<file path="config.mk">
export PLATFORM = sky130hd
export DESIGN_NAME = sha256_stream_hasher
export DESIGN_NICKNAME = d
export VERILOG_FILES = /design/src/rtl/shs_pkg.sv /design/src/rtl/sha256_stream_hasher.sv /design/src/rtl/shs_ctrl.sv /design/src/rtl/shs_dp.sv
export SDC_FILE = /design/constraint.sdc
export NUM_CORES = 2
export LEC_CHECK = 0
export BUFFER_PORTS_ARGS = -buffer_cell sky130_fd_sc_hd__buf_2
export CORE_ASPECT_RATIO = 0.5
export CORE_MARGIN = 2
export CORE_UTILIZATION = 31
export DETAILED_ROUTE_END_ITERATION = 10
export PLACE_DENSITY_LB_ADDON = 0.15
export SLEW_MARGIN = 0
export SYNTH_ARGS = -nofsm -noshare
export SYNTH_HDL_FRONTEND = slang
export SYNTH_SLANG_ARGS = --single-unit
</file>
<file path="constraint.sdc">
create_clock -name clk_i -period 18.1 [get_ports clk_i]
set_input_delay 2.715 -clock clk_i [delete_from_list [all_inputs] [get_ports clk_i]]
set_output_delay 2.715 -clock clk_i [all_outputs]
set_load 0.02 [all_outputs]
</file>
<file path="src/rtl/shs_pkg.sv">
package shs_pkg;

  // Last byte position of a 64-byte block, last round of a compression
  localparam logic [5:0] SHS_LAST_BYTE  = 6'd63;
  localparam logic [5:0] SHS_LAST_ROUND = 6'd63;
  // Highest pending count that still leaves room for the length field
  localparam logic [5:0] SHS_PAD_LIMIT  = 6'd55;
  // Padding marker byte that follows the message
  localparam logic [7:0] SHS_MARK       = 8'h80;

  localparam int unsigned SHS_WORDS = 8;

  localparam logic [31:0] SHS_IV [SHS_WORDS] = '{
    32'h6a09e667, 32'hbb67ae85, 32'h3c6ef372, 32'ha54ff53a,
    32'h510e527f, 32'h9b05688c, 32'h1f83d9ab, 32'h5be0cd19
  };

  localparam logic [31:0] SHS_K [64] = '{
    32'h428a2f98, 32'h71374491, 32'hb5c0fbcf, 32'he9b5dba5,
    32'h3956c25b, 32'h59f111f1, 32'h923f82a4, 32'hab1c5ed5,
    32'hd807aa98, 32'h12835b01, 32'h243185be, 32'h550c7dc3,
    32'h72be5d74, 32'h80deb1fe, 32'h9bdc06a7, 32'hc19bf174,
    32'he49b69c1, 32'hefbe4786, 32'h0fc19dc6, 32'h240ca1cc,
    32'h2de92c6f, 32'h4a7484aa, 32'h5cb0a9dc, 32'h76f988da,
    32'h983e5152, 32'ha831c66d, 32'hb00327c8, 32'hbf597fc7,
    32'hc6e00bf3, 32'hd5a79147, 32'h06ca6351, 32'h14292967,
    32'h27b70a85, 32'h2e1b2138, 32'h4d2c6dfc, 32'h53380d13,
    32'h650a7354, 32'h766a0abb, 32'h81c2c92e, 32'h92722c85,
    32'ha2bfe8a1, 32'ha81a664b, 32'hc24b8b70, 32'hc76c51a3,
    32'hd192e819, 32'hd6990624, 32'hf40e3585, 32'h106aa070,
    32'h19a4c116, 32'h1e376c08, 32'h2748774c, 32'h34b0bcb5,
    32'h391c0cb3, 32'h4ed8aa4a, 32'h5b9cca4f, 32'h682e6ff3,
    32'h748f82ee, 32'h78a5636f, 32'h84c87814, 32'h8cc70208,
    32'h90befffa, 32'ha4506ceb, 32'hbef9a3f7, 32'hc67178f2
  };

  // Source of the byte shifted into the block window
  typedef enum logic [1:0] {
    SEL_ZERO,
    SEL_MSG,
    SEL_MARK,
    SEL_LEN
  } byte_sel_e;

  typedef struct packed {
    logic       shift_en;    // shift one byte into the block window
    byte_sel_e  sel;
    logic [2:0] len_idx;     // length byte position, most significant first
    logic       count_byte;  // advance the message byte count
    logic       work_load;   // load working variables from the chain
    logic       round_en;    // run one compression round
    logic [5:0] rnd;
    logic       fold;        // add working variables into the chain
    logic       out_load;    // move digest to output, restart the chain
  } shs_cmd_t;

  typedef struct packed {
    logic out_busy;
  } shs_sts_t;

endpackage

</file>
<file path="src/rtl/sha256_stream_hasher.sv">
// Channel   | Direction | tdata                                   | tuser        | tlast
// s_axis    | in        | [7:0] data_byte                         | byte_present | end_of_message
// m_axis    | out       | [31:0] digest_word, [34:32] word_index  | -            | last_word
//
// Message bytes are taken one per cycle while the controller waits for input.
// For a full block s_axis_tready stays low while the working variables are loaded,
// the 64 rounds run on the single round unit and the result is folded into the chain.
// At end of message the padding bytes go in one per cycle (64 - pending, or
// 128 - pending when more than 55 are pending); each block is compressed once full.
// Reset loads the initial hash values and clears the byte count.
// A stalled m_axis holds the next digest back only once a later one is finished.
module sha256_stream_hasher
  import shs_pkg::*;
(
  input  logic        clk_i,
  input  logic        rst_ni,
  input  logic        s_axis_tvalid,
  output logic        s_axis_tready,
  input  logic [7:0]  s_axis_tdata,   // [7:0] data_byte
  input  logic        s_axis_tuser,   // [0] byte_present
  input  logic        s_axis_tlast,
  output logic        m_axis_tvalid,
  input  logic        m_axis_tready,
  output logic [39:0] m_axis_tdata,   // [31:0] digest_word, [34:32] word_index, rest zero
  output logic        m_axis_tlast
);

  shs_cmd_t cmd;
  shs_sts_t sts;

  // Sequence bytes, padding and rounds
  shs_ctrl u_ctrl (
    .clk_i      (clk_i),
    .rst_ni     (rst_ni),
    .in_valid_i (s_axis_tvalid),
    .in_last_i  (s_axis_tlast),
    .in_user_i  (s_axis_tuser),
    .in_ready_o (s_axis_tready),
    .sts_i      (sts),
    .cmd_o      (cmd)
  );

  // Block window, round unit, chain state and digest output buffer
  shs_dp u_dp (
    .clk_i         (clk_i),
    .rst_ni        (rst_ni),
    .cmd_i         (cmd),
    .sts_o         (sts),
    .in_byte_i     (s_axis_tdata),
    .m_axis_tvalid (m_axis_tvalid),
    .m_axis_tready (m_axis_tready),
    .m_axis_tdata  (m_axis_tdata),
    .m_axis_tlast  (m_axis_tlast)
  );

endmodule

</file>
<file path="src/rtl/shs_ctrl.sv">
module shs_ctrl
  import shs_pkg::*;
(
  input  logic     clk_i,
  input  logic     rst_ni,
  input  logic     in_valid_i,
  input  logic     in_last_i,
  input  logic     in_user_i,
  output logic     in_ready_o,
  input  shs_sts_t sts_i,
  output shs_cmd_t cmd_o
);

  localparam logic [2:0] ST_ACCEPT = 3'd0;
  localparam logic [2:0] ST_PAD80  = 3'd1;
  localparam logic [2:0] ST_PADZ   = 3'd2;
  localparam logic [2:0] ST_LOAD   = 3'd3;
  localparam logic [2:0] ST_COMP   = 3'd4;
  localparam logic [2:0] ST_FOLD   = 3'd5;
  localparam logic [2:0] ST_DONE   = 3'd6;

  logic [2:0] state_q, state_d;
  logic [5:0] cnt_q, cnt_d;
  logic [5:0] rnd_q, rnd_d;
  logic       pad_q, pad_d;
  logic       mark_q, mark_d;
  logic       len_blk_q, len_blk_d;

  always_comb begin
    state_d    = state_q;
    cnt_d      = cnt_q;
    rnd_d      = rnd_q;
    pad_d      = pad_q;
    mark_d     = mark_q;
    len_blk_d  = len_blk_q;
    cmd_o      = '0;
    cmd_o.sel  = SEL_ZERO;
    in_ready_o = 1'b0;
    case (state_q)
      ST_ACCEPT: begin
        in_ready_o = 1'b1;
        if (in_valid_i) begin
          if (in_user_i) begin
            cmd_o.shift_en   = 1'b1;
            cmd_o.sel        = SEL_MSG;
            cmd_o.count_byte = 1'b1;
            cnt_d            = cnt_q + 6'd1;
          end
          if (in_user_i && (cnt_q == SHS_LAST_BYTE)) begin
            pad_d   = in_last_i;
            state_d = ST_LOAD;
          end else if (in_last_i) begin
            pad_d   = 1'b1;
            state_d = ST_PAD80;
          end
        end
      end
      ST_PAD80: begin
        cmd_o.shift_en = 1'b1;
        cmd_o.sel      = SEL_MARK;
        mark_d         = 1'b1;
        len_blk_d      = (cnt_q <= SHS_PAD_LIMIT);
        cnt_d          = cnt_q + 6'd1;
        state_d        = (cnt_q == SHS_LAST_BYTE) ? ST_LOAD : ST_PADZ;
      end
      ST_PADZ: begin
        cmd_o.shift_en = 1'b1;
        // length field fills the last eight bytes of the final block
        cmd_o.sel      = (len_blk_q && (cnt_q > SHS_PAD_LIMIT)) ? SEL_LEN : SEL_ZERO;
        cmd_o.len_idx  = cnt_q[2:0];
        cnt_d          = cnt_q + 6'd1;
        if (cnt_q == SHS_LAST_BYTE) begin
          state_d = ST_LOAD;
        end
      end
      ST_LOAD: begin
        cmd_o.work_load = 1'b1;
        rnd_d           = '0;
        state_d         = ST_COMP;
      end
      ST_COMP: begin
        cmd_o.round_en = 1'b1;
        cmd_o.rnd      = rnd_q;
        rnd_d          = rnd_q + 6'd1;
        if (rnd_q == SHS_LAST_ROUND) begin
          state_d = ST_FOLD;
        end
      end
      ST_FOLD: begin
        cmd_o.fold = 1'b1;
        if (!pad_q) begin
          state_d = ST_ACCEPT;
        end else if (!mark_q) begin
          state_d = ST_PAD80;
        end else if (len_blk_q) begin
          state_d = ST_DONE;
        end else begin
          len_blk_d = 1'b1;
          state_d   = ST_PADZ;
        end
      end
      ST_DONE: begin
        if (!sts_i.out_busy) begin
          cmd_o.out_load = 1'b1;
          pad_d          = 1'b0;
          mark_d         = 1'b0;
          len_blk_d      = 1'b0;
          state_d        = ST_ACCEPT;
        end
      end
      default: begin
        state_d = ST_ACCEPT;
      end
    endcase
  end

  always_ff @(posedge clk_i or negedge rst_ni) begin
    if (!rst_ni) begin
      state_q   <= ST_ACCEPT;
      cnt_q     <= '0;
      rnd_q     <= '0;
      pad_q     <= 1'b0;
      mark_q    <= 1'b0;
      len_blk_q <= 1'b0;
    end else begin
      state_q   <= state_d;
      cnt_q     <= cnt_d;
      rnd_q     <= rnd_d;
      pad_q     <= pad_d;
      mark_q    <= mark_d;
      len_blk_q <= len_blk_d;
    end
  end

  a_comp_ends: assert property (@(posedge clk_i) disable iff (!rst_ni)
    (state_q == ST_COMP && rnd_q == SHS_LAST_ROUND) |=> state_q == ST_FOLD)
    else $error("compression did not end after the last round");

  a_load_full: assert property (@(posedge clk_i) disable iff (!rst_ni)
    state_q == ST_LOAD |-> cnt_q == '0)
    else $error("compression started on a partial block");

  a_done_pad: assert property (@(posedge clk_i) disable iff (!rst_ni)
    state_q == ST_DONE |-> (cnt_q == '0 && mark_q && len_blk_q && pad_q))
    else $error("digest ready without complete padding");

endmodule

</file>
<file path="src/rtl/shs_dp.sv">
module shs_dp
  import shs_pkg::*;
(
  input  logic        clk_i,
  input  logic        rst_ni,
  input  shs_cmd_t    cmd_i,
  output shs_sts_t    sts_o,
  input  logic [7:0]  in_byte_i,
  output logic        m_axis_tvalid,
  input  logic        m_axis_tready,
  output logic [39:0] m_axis_tdata,
  output logic        m_axis_tlast
);

  function automatic logic [31:0] rotr(input logic [31:0] x, input int unsigned n);
    rotr = (x >> n) | (x << (32 - n));
  endfunction

  logic [511:0] win_q, win_d;
  logic [31:0]  wk_q [SHS_WORDS];
  logic [31:0]  chain_q [SHS_WORDS];
  logic [31:0]  out_q [SHS_WORDS];
  logic [2:0]   out_idx_q;
  logic         out_vld_q;
  logic [60:0]  msg_bytes_q;

  logic [7:0]   byte_mux;
  logic [63:0]  total_bits;
  logic [63:0]  len_shift;
  logic [31:0]  w0, w1, w9, w14, w_new;
  logic [31:0]  s0, s1, big_s0, big_s1, ch, maj, t1, t2;
  logic         out_take;

  assign total_bits = {msg_bytes_q, 3'b000};
  assign len_shift  = total_bits >> {~cmd_i.len_idx, 3'b000};

  always_comb begin
    case (cmd_i.sel)
      SEL_MSG:  byte_mux = in_byte_i;
      SEL_MARK: byte_mux = SHS_MARK;
      SEL_LEN:  byte_mux = len_shift[7:0];
      default:  byte_mux = '0;
    endcase
  end

  // Message schedule: window word 0 is W[t], new word W[t+16] enters at the bottom
  assign w0    = win_q[511:480];
  assign w1    = win_q[479:448];
  assign w9    = win_q[223:192];
  assign w14   = win_q[63:32];
  assign s0    = rotr(w1, 7) ^ rotr(w1, 18) ^ (w1 >> 3);
  assign s1    = rotr(w14, 17) ^ rotr(w14, 19) ^ (w14 >> 10);
  assign w_new = s1 + w9 + s0 + w0;

  always_comb begin
    win_d = win_q;
    if (cmd_i.shift_en) begin
      win_d = {win_q[503:0], byte_mux};
    end else if (cmd_i.round_en) begin
      win_d = {win_q[479:0], w_new};
    end
  end

  assign big_s1 = rotr(wk_q[4], 6) ^ rotr(wk_q[4], 11) ^ rotr(wk_q[4], 25);
  assign big_s0 = rotr(wk_q[0], 2) ^ rotr(wk_q[0], 13) ^ rotr(wk_q[0], 22);
  assign ch     = (wk_q[4] & wk_q[5]) ^ (~wk_q[4] & wk_q[6]);
  assign maj    = (wk_q[0] & wk_q[1]) ^ (wk_q[0] & wk_q[2]) ^ (wk_q[1] & wk_q[2]);
  assign t1     = wk_q[7] + big_s1 + ch + SHS_K[cmd_i.rnd] + w0;
  assign t2     = big_s0 + maj;

  always_ff @(posedge clk_i) begin
    win_q <= win_d;
    if (cmd_i.work_load) begin
      for (int j = 0; j < SHS_WORDS; j++) begin
        wk_q[j] <= chain_q[j];
      end
    end else if (cmd_i.round_en) begin
      wk_q[0] <= t1 + t2;
      wk_q[1] <= wk_q[0];
      wk_q[2] <= wk_q[1];
      wk_q[3] <= wk_q[2];
      wk_q[4] <= wk_q[3] + t1;
      wk_q[5] <= wk_q[4];
      wk_q[6] <= wk_q[5];
      wk_q[7] <= wk_q[6];
    end
  end

  always_ff @(posedge clk_i or negedge rst_ni) begin
    if (!rst_ni) begin
      msg_bytes_q <= '0;
      for (int j = 0; j < SHS_WORDS; j++) begin
        chain_q[j] <= SHS_IV[j];
      end
    end else begin
      if (cmd_i.out_load) begin
        msg_bytes_q <= '0;
        for (int j = 0; j < SHS_WORDS; j++) begin
          chain_q[j] <= SHS_IV[j];
        end
      end else begin
        if (cmd_i.count_byte) begin
          msg_bytes_q <= msg_bytes_q + 61'd1;
        end
        if (cmd_i.fold) begin
          for (int j = 0; j < SHS_WORDS; j++) begin
            chain_q[j] <= chain_q[j] + wk_q[j];
          end
        end
      end
    end
  end

  // Output buffer: drain the digest one word per handshake
  assign out_take = out_vld_q && m_axis_tready;

  always_ff @(posedge clk_i) begin
    if (cmd_i.out_load) begin
      for (int j = 0; j < SHS_WORDS; j++) begin
        out_q[j] <= chain_q[j];
      end
    end else if (out_take) begin
      for (int j = 0; j < SHS_WORDS - 1; j++) begin
        out_q[j] <= out_q[j+1];
      end
    end
  end

  always_ff @(posedge clk_i or negedge rst_ni) begin
    if (!rst_ni) begin
      out_vld_q <= 1'b0;
      out_idx_q <= '0;
    end else if (cmd_i.out_load) begin
      out_vld_q <= 1'b1;
      out_idx_q <= '0;
    end else if (out_take) begin
      out_idx_q <= out_idx_q + 3'd1;
      if (out_idx_q == 3'd7) begin
        out_vld_q <= 1'b0;
      end
    end
  end

  assign sts_o.out_busy = out_vld_q;
  assign m_axis_tvalid  = out_vld_q;
  assign m_axis_tdata   = {5'b00000, out_idx_q, out_q[0]};
  assign m_axis_tlast   = (out_idx_q == 3'd7);

  a_no_overwrite: assert property (@(posedge clk_i) disable iff (!rst_ni)
    cmd_i.out_load |-> !out_vld_q)
    else $error("digest loaded while output still busy");

  a_last_ends: assert property (@(posedge clk_i) disable iff (!rst_ni)
    (m_axis_tvalid && m_axis_tready && m_axis_tlast) |=> !m_axis_tvalid)
    else $error("output still valid after the last digest word");

  a_shift_excl: assert property (@(posedge clk_i) disable iff (!rst_ni)
    !(cmd_i.shift_en && cmd_i.round_en))
    else $error("byte shift and round in the same cycle");

endmodule

</file>
==> flow_summary.toml <==
[flow_run]
drv_cap = 0

[clocking]
cts.repair.resized = 0
hold_buffers = 0
worstSkewPairLatency_ns = 0.85
cts_buffer_depth = 4
h-tree-depth = 4
numClockSinks = 1363
cts_root_buffer = "clkbuf_16"
cts_tree = "built"
clkTransAtPathRegs_ns = 0.06
cts_setup_buffers = 0
cts_made_buffers = 155

[setup_path]
critPathRequiredTime_ns = 18.66
cpPeakStageDelay_ns = 0.80
worstRegToRegCells = 40
r2r_end = "u_dp.wk_q[0][31]"
critPathCaptureType = "register"
path_class = "register to register"
crit_path_top_delay_cell = "dfrtp_1"
crit_fanout = 21
cp-start-kind = "register"
reg2reg_slack_ns = 6.18
critical_path_arrival_ns = 12.48
r2r-start = "u_ctrl.state_q[2]"

[global_route]
grt_first_pass_wirelength_mm = 409.6
met1_usage = 0.2841
grt_max_degree = 222
grt_overflow_total = 0
grt_pass1_vias = 61430
grtUsageTotal = 0.1926
top_usage_layer = "met2"
use_met3 = 0.02485
antenna_found_initial = 1
use_met2 = 0.2984

[synthesis]
ys_warn_count = 0
synth-seq-cells = 1363
ys_seq_area_frac = 0.4640
syn_area_per_cell_sq_um = 9.674
synth_edf_count = 1024
async_reset_ff_frac = 0.2487
synth_area_sq_um = 84920
yosysUniqueCellTypes = 98
syn-instance-count = 8779
synthFlopType = "edfxtp_1"

[timing]
worst_slew_pin_slew_ns = 1.288
finClkSkew_ns = 0.08361
setup_viol = 0
relSlewSlack = 0.1188
hold_viol = 0
slew_viol_final = 0
finalSetupTns_ns = 0
post-route-min-period_ns = 11.92
period_share = 0.6585
rsz0062_at_grt = "no"
max_freq_mhz = 83.90

[place]
place_hpwl_mm = 190.9
gp_congestion = 0.9052
io_buffers = 51

[die]
initial_core_util = 0.3127
die_w_um = 744.2
core_area_sq_um = 271600
dieArea_sq_um = 278400
ios = 57
die_y_um = 374.1
fp-row-count = 135

[drt]
vias = 62580
first_pass_iters = 6
ant_nets = 0
drt_iter0_drc = 5288
post_drt_wl_per_cell_um = 22.19
routed_via_density = 5.079
routed_wl_mm = 273.4
route.detailed.drc = 0

[power_and_ir_drop]
swShare = 0.2332
internal_power_mw = 5.339
pwr-share-comb = 0.044
clkPwrFrac = 0.452
p_leak_nw = 39.98
vdd_drop_max_v = 0.00006868
seqPwrFrac = 0.504
p_per_area_nw_per_um2 = 74.51
power_switching_mw = 1.624
total_power_mw = 6.963

[worst_hold_path]
min_from = "u_dp.win_q[282]"
hold-path-endpoint = "u_dp.win_q[290]"
hold_class = "register to register"
hold_path_depth = 2

[layout]
drive_above_1_share = 0.09562
area_growth_pct = 10.03
utilization = 0.3440
diodes = 0
final_common_cell = "nand2_1"
nets = 9176
final_cell_mix = "2,440 x nand2_1, 1,024 x edfxtp_1, 462 x a21oi_1, 432 x o21ai_0, 393 x ha_1"
num-fill-cells = 27830

[run_status]
status = "complete, no violations"
layout make-up:
type	instances	area [sq um]	area share
Tap cell	3630	4542	0.04861
Timing Repair Buffer	156	1154	0.01235
Multi-Input combinational cell	6548	42200	0.4516
Clock inverter	62	529.3	0.005664
Inverter	350	1326	0.01419
Clock buffer	212	4287	0.04588
Sequential cell	1363	39400	0.4217
worst max-delay path by stage:
stage / startpoint / endpoint / slack, ns / cells past startpoint
finish: u_ctrl.state_q[2] / u_dp.wk_q[0][31] / 6.18 / 40
global route: u_ctrl.state_q[2] / u_dp.wk_q[0][31] / 5.67 / 40
CTS: u_ctrl.state_q[2] / u_dp.wk_q[0][31] / 6.37 / 40
detailed placement: u_ctrl.state_q[2] / u_dp.wk_q[0][31] / 6.35 / 40
global placement: u_ctrl.state_q[2] / u_dp.wk_q[0][31] / 6.43 / 40
floorplan: s_axis_tvalid / u_dp.win_q[0] / 2.61 / 6
flip-flops by register name, indices dropped and copies added (netlist names):
register	cells
u_dp.out_idx_q	3
u_dp.out_q	256
u_ctrl.mark_q	1
u_ctrl.pad_q	1
u_dp.chain_q	256
u_ctrl.len_blk_q	1
u_dp.m_axis_tvalid	1
u_dp.msg_bytes_q	61
u_ctrl.rnd_q	6
u_ctrl.cnt_q	6
u_ctrl.state_q	3
u_dp.wk_q	256
u_dp.win_q	512
power groups by stage:
stage | Combinational [mW] | Clock (mW) | Sequential (mW)
final | 0.306 | 3.15 | 3.51
after global routing | 0.332 | 3.36 | 3.51
after CTS | 0.315 | 3.25 | 3.51
after detailed placement | 0.313 | 0 | 3.57
after global placement | 0.312 | 0 | 3.57
after floorplan | 0.208 | 0 | 3.58
metrics by stage:
| step | instance area, sq um | cells | hold slack [ns] | setup slack, ns |
|---|---|---|---|---|
| 2_1_floorplan | 84940 | 8783 | 0.4596 | 2.614 |
| 3_3_place_gp | 88630 | 12050 | 0.4879 | 6.430 |
| 3_5_place_dp | 88630 | 12050 | 0.4938 | 6.352 |
| 4_1_cts | 93440 | 12320 | 0.4866 | 6.371 |
| 5_1_grt | 93440 | 12320 | 0.5209 | 5.667 |
| 6_report | 93440 | 12320 | 0.4860 | 6.181 |
metal layers:
layer,vias to the layer above,wire (um)
li1,29980,-
met1,30950,134100
met2,1307,120100
met3,341,12130
met4,0,7029
met5,-,0
worst max-delay path, delay by kind of cell, from the launching register on:
kind	cells	cell delay, ns
flops	1	0.80
fa+ha+maj	7	3.08
simple gates	6	1.79
xor+xnor	2	0.75
buf+inv	4	0.88
compound gates	21	4.31
logic make-up after synthesis:
family                     Yosys count  share of synthesized area
adders and majority gates          591                     0.1042
buffers and inverters              872                    0.04018
and+or+nand+nor                   3334                     0.1617
AOI/OAI and AO/OA                 1699                     0.1259
xor gates and xnor gates           611                    0.06301
other                                1                 0.00004416
DFF                               1363                     0.4640
muxes                              308                    0.04090
synthesized netlist by cell type, types with 30 or more instances:
library cell  number  area share
nand2_1         2448        0.11
edfxtp_1        1024        0.36
a21oi_1          462       0.027
clkbuf_1         436       0.019
o21ai_0          432       0.025
ha_1             393       0.058
inv_1            348       0.015
xnor2_1          346       0.036
nor2_1           318       0.014
xor2_1           265       0.027
mux2_2           262       0.035
dfrtp_1          203       0.060
fa_1             195       0.046
a21o_1           189       0.017
nand3_1          165      0.0097
dfstp_2          136       0.042
o211ai_1          88      0.0078
nor3_1            66      0.0039
a211oi_1          58      0.0051
nand2b_1          57      0.0042
nor2b_1           57      0.0042
and3_1            55      0.0041
o21bai_1          55      0.0049
buf_1             49      0.0022
o21ai_1           49      0.0029
o21a_1            46      0.0041
a31oi_1           41      0.0030
mux2i_1           41      0.0048
buf_4             37      0.0033
or3_1             35      0.0026
nand4_1           32      0.0024
and2_1            30      0.0022
Power figures use the tool's default switching activity.
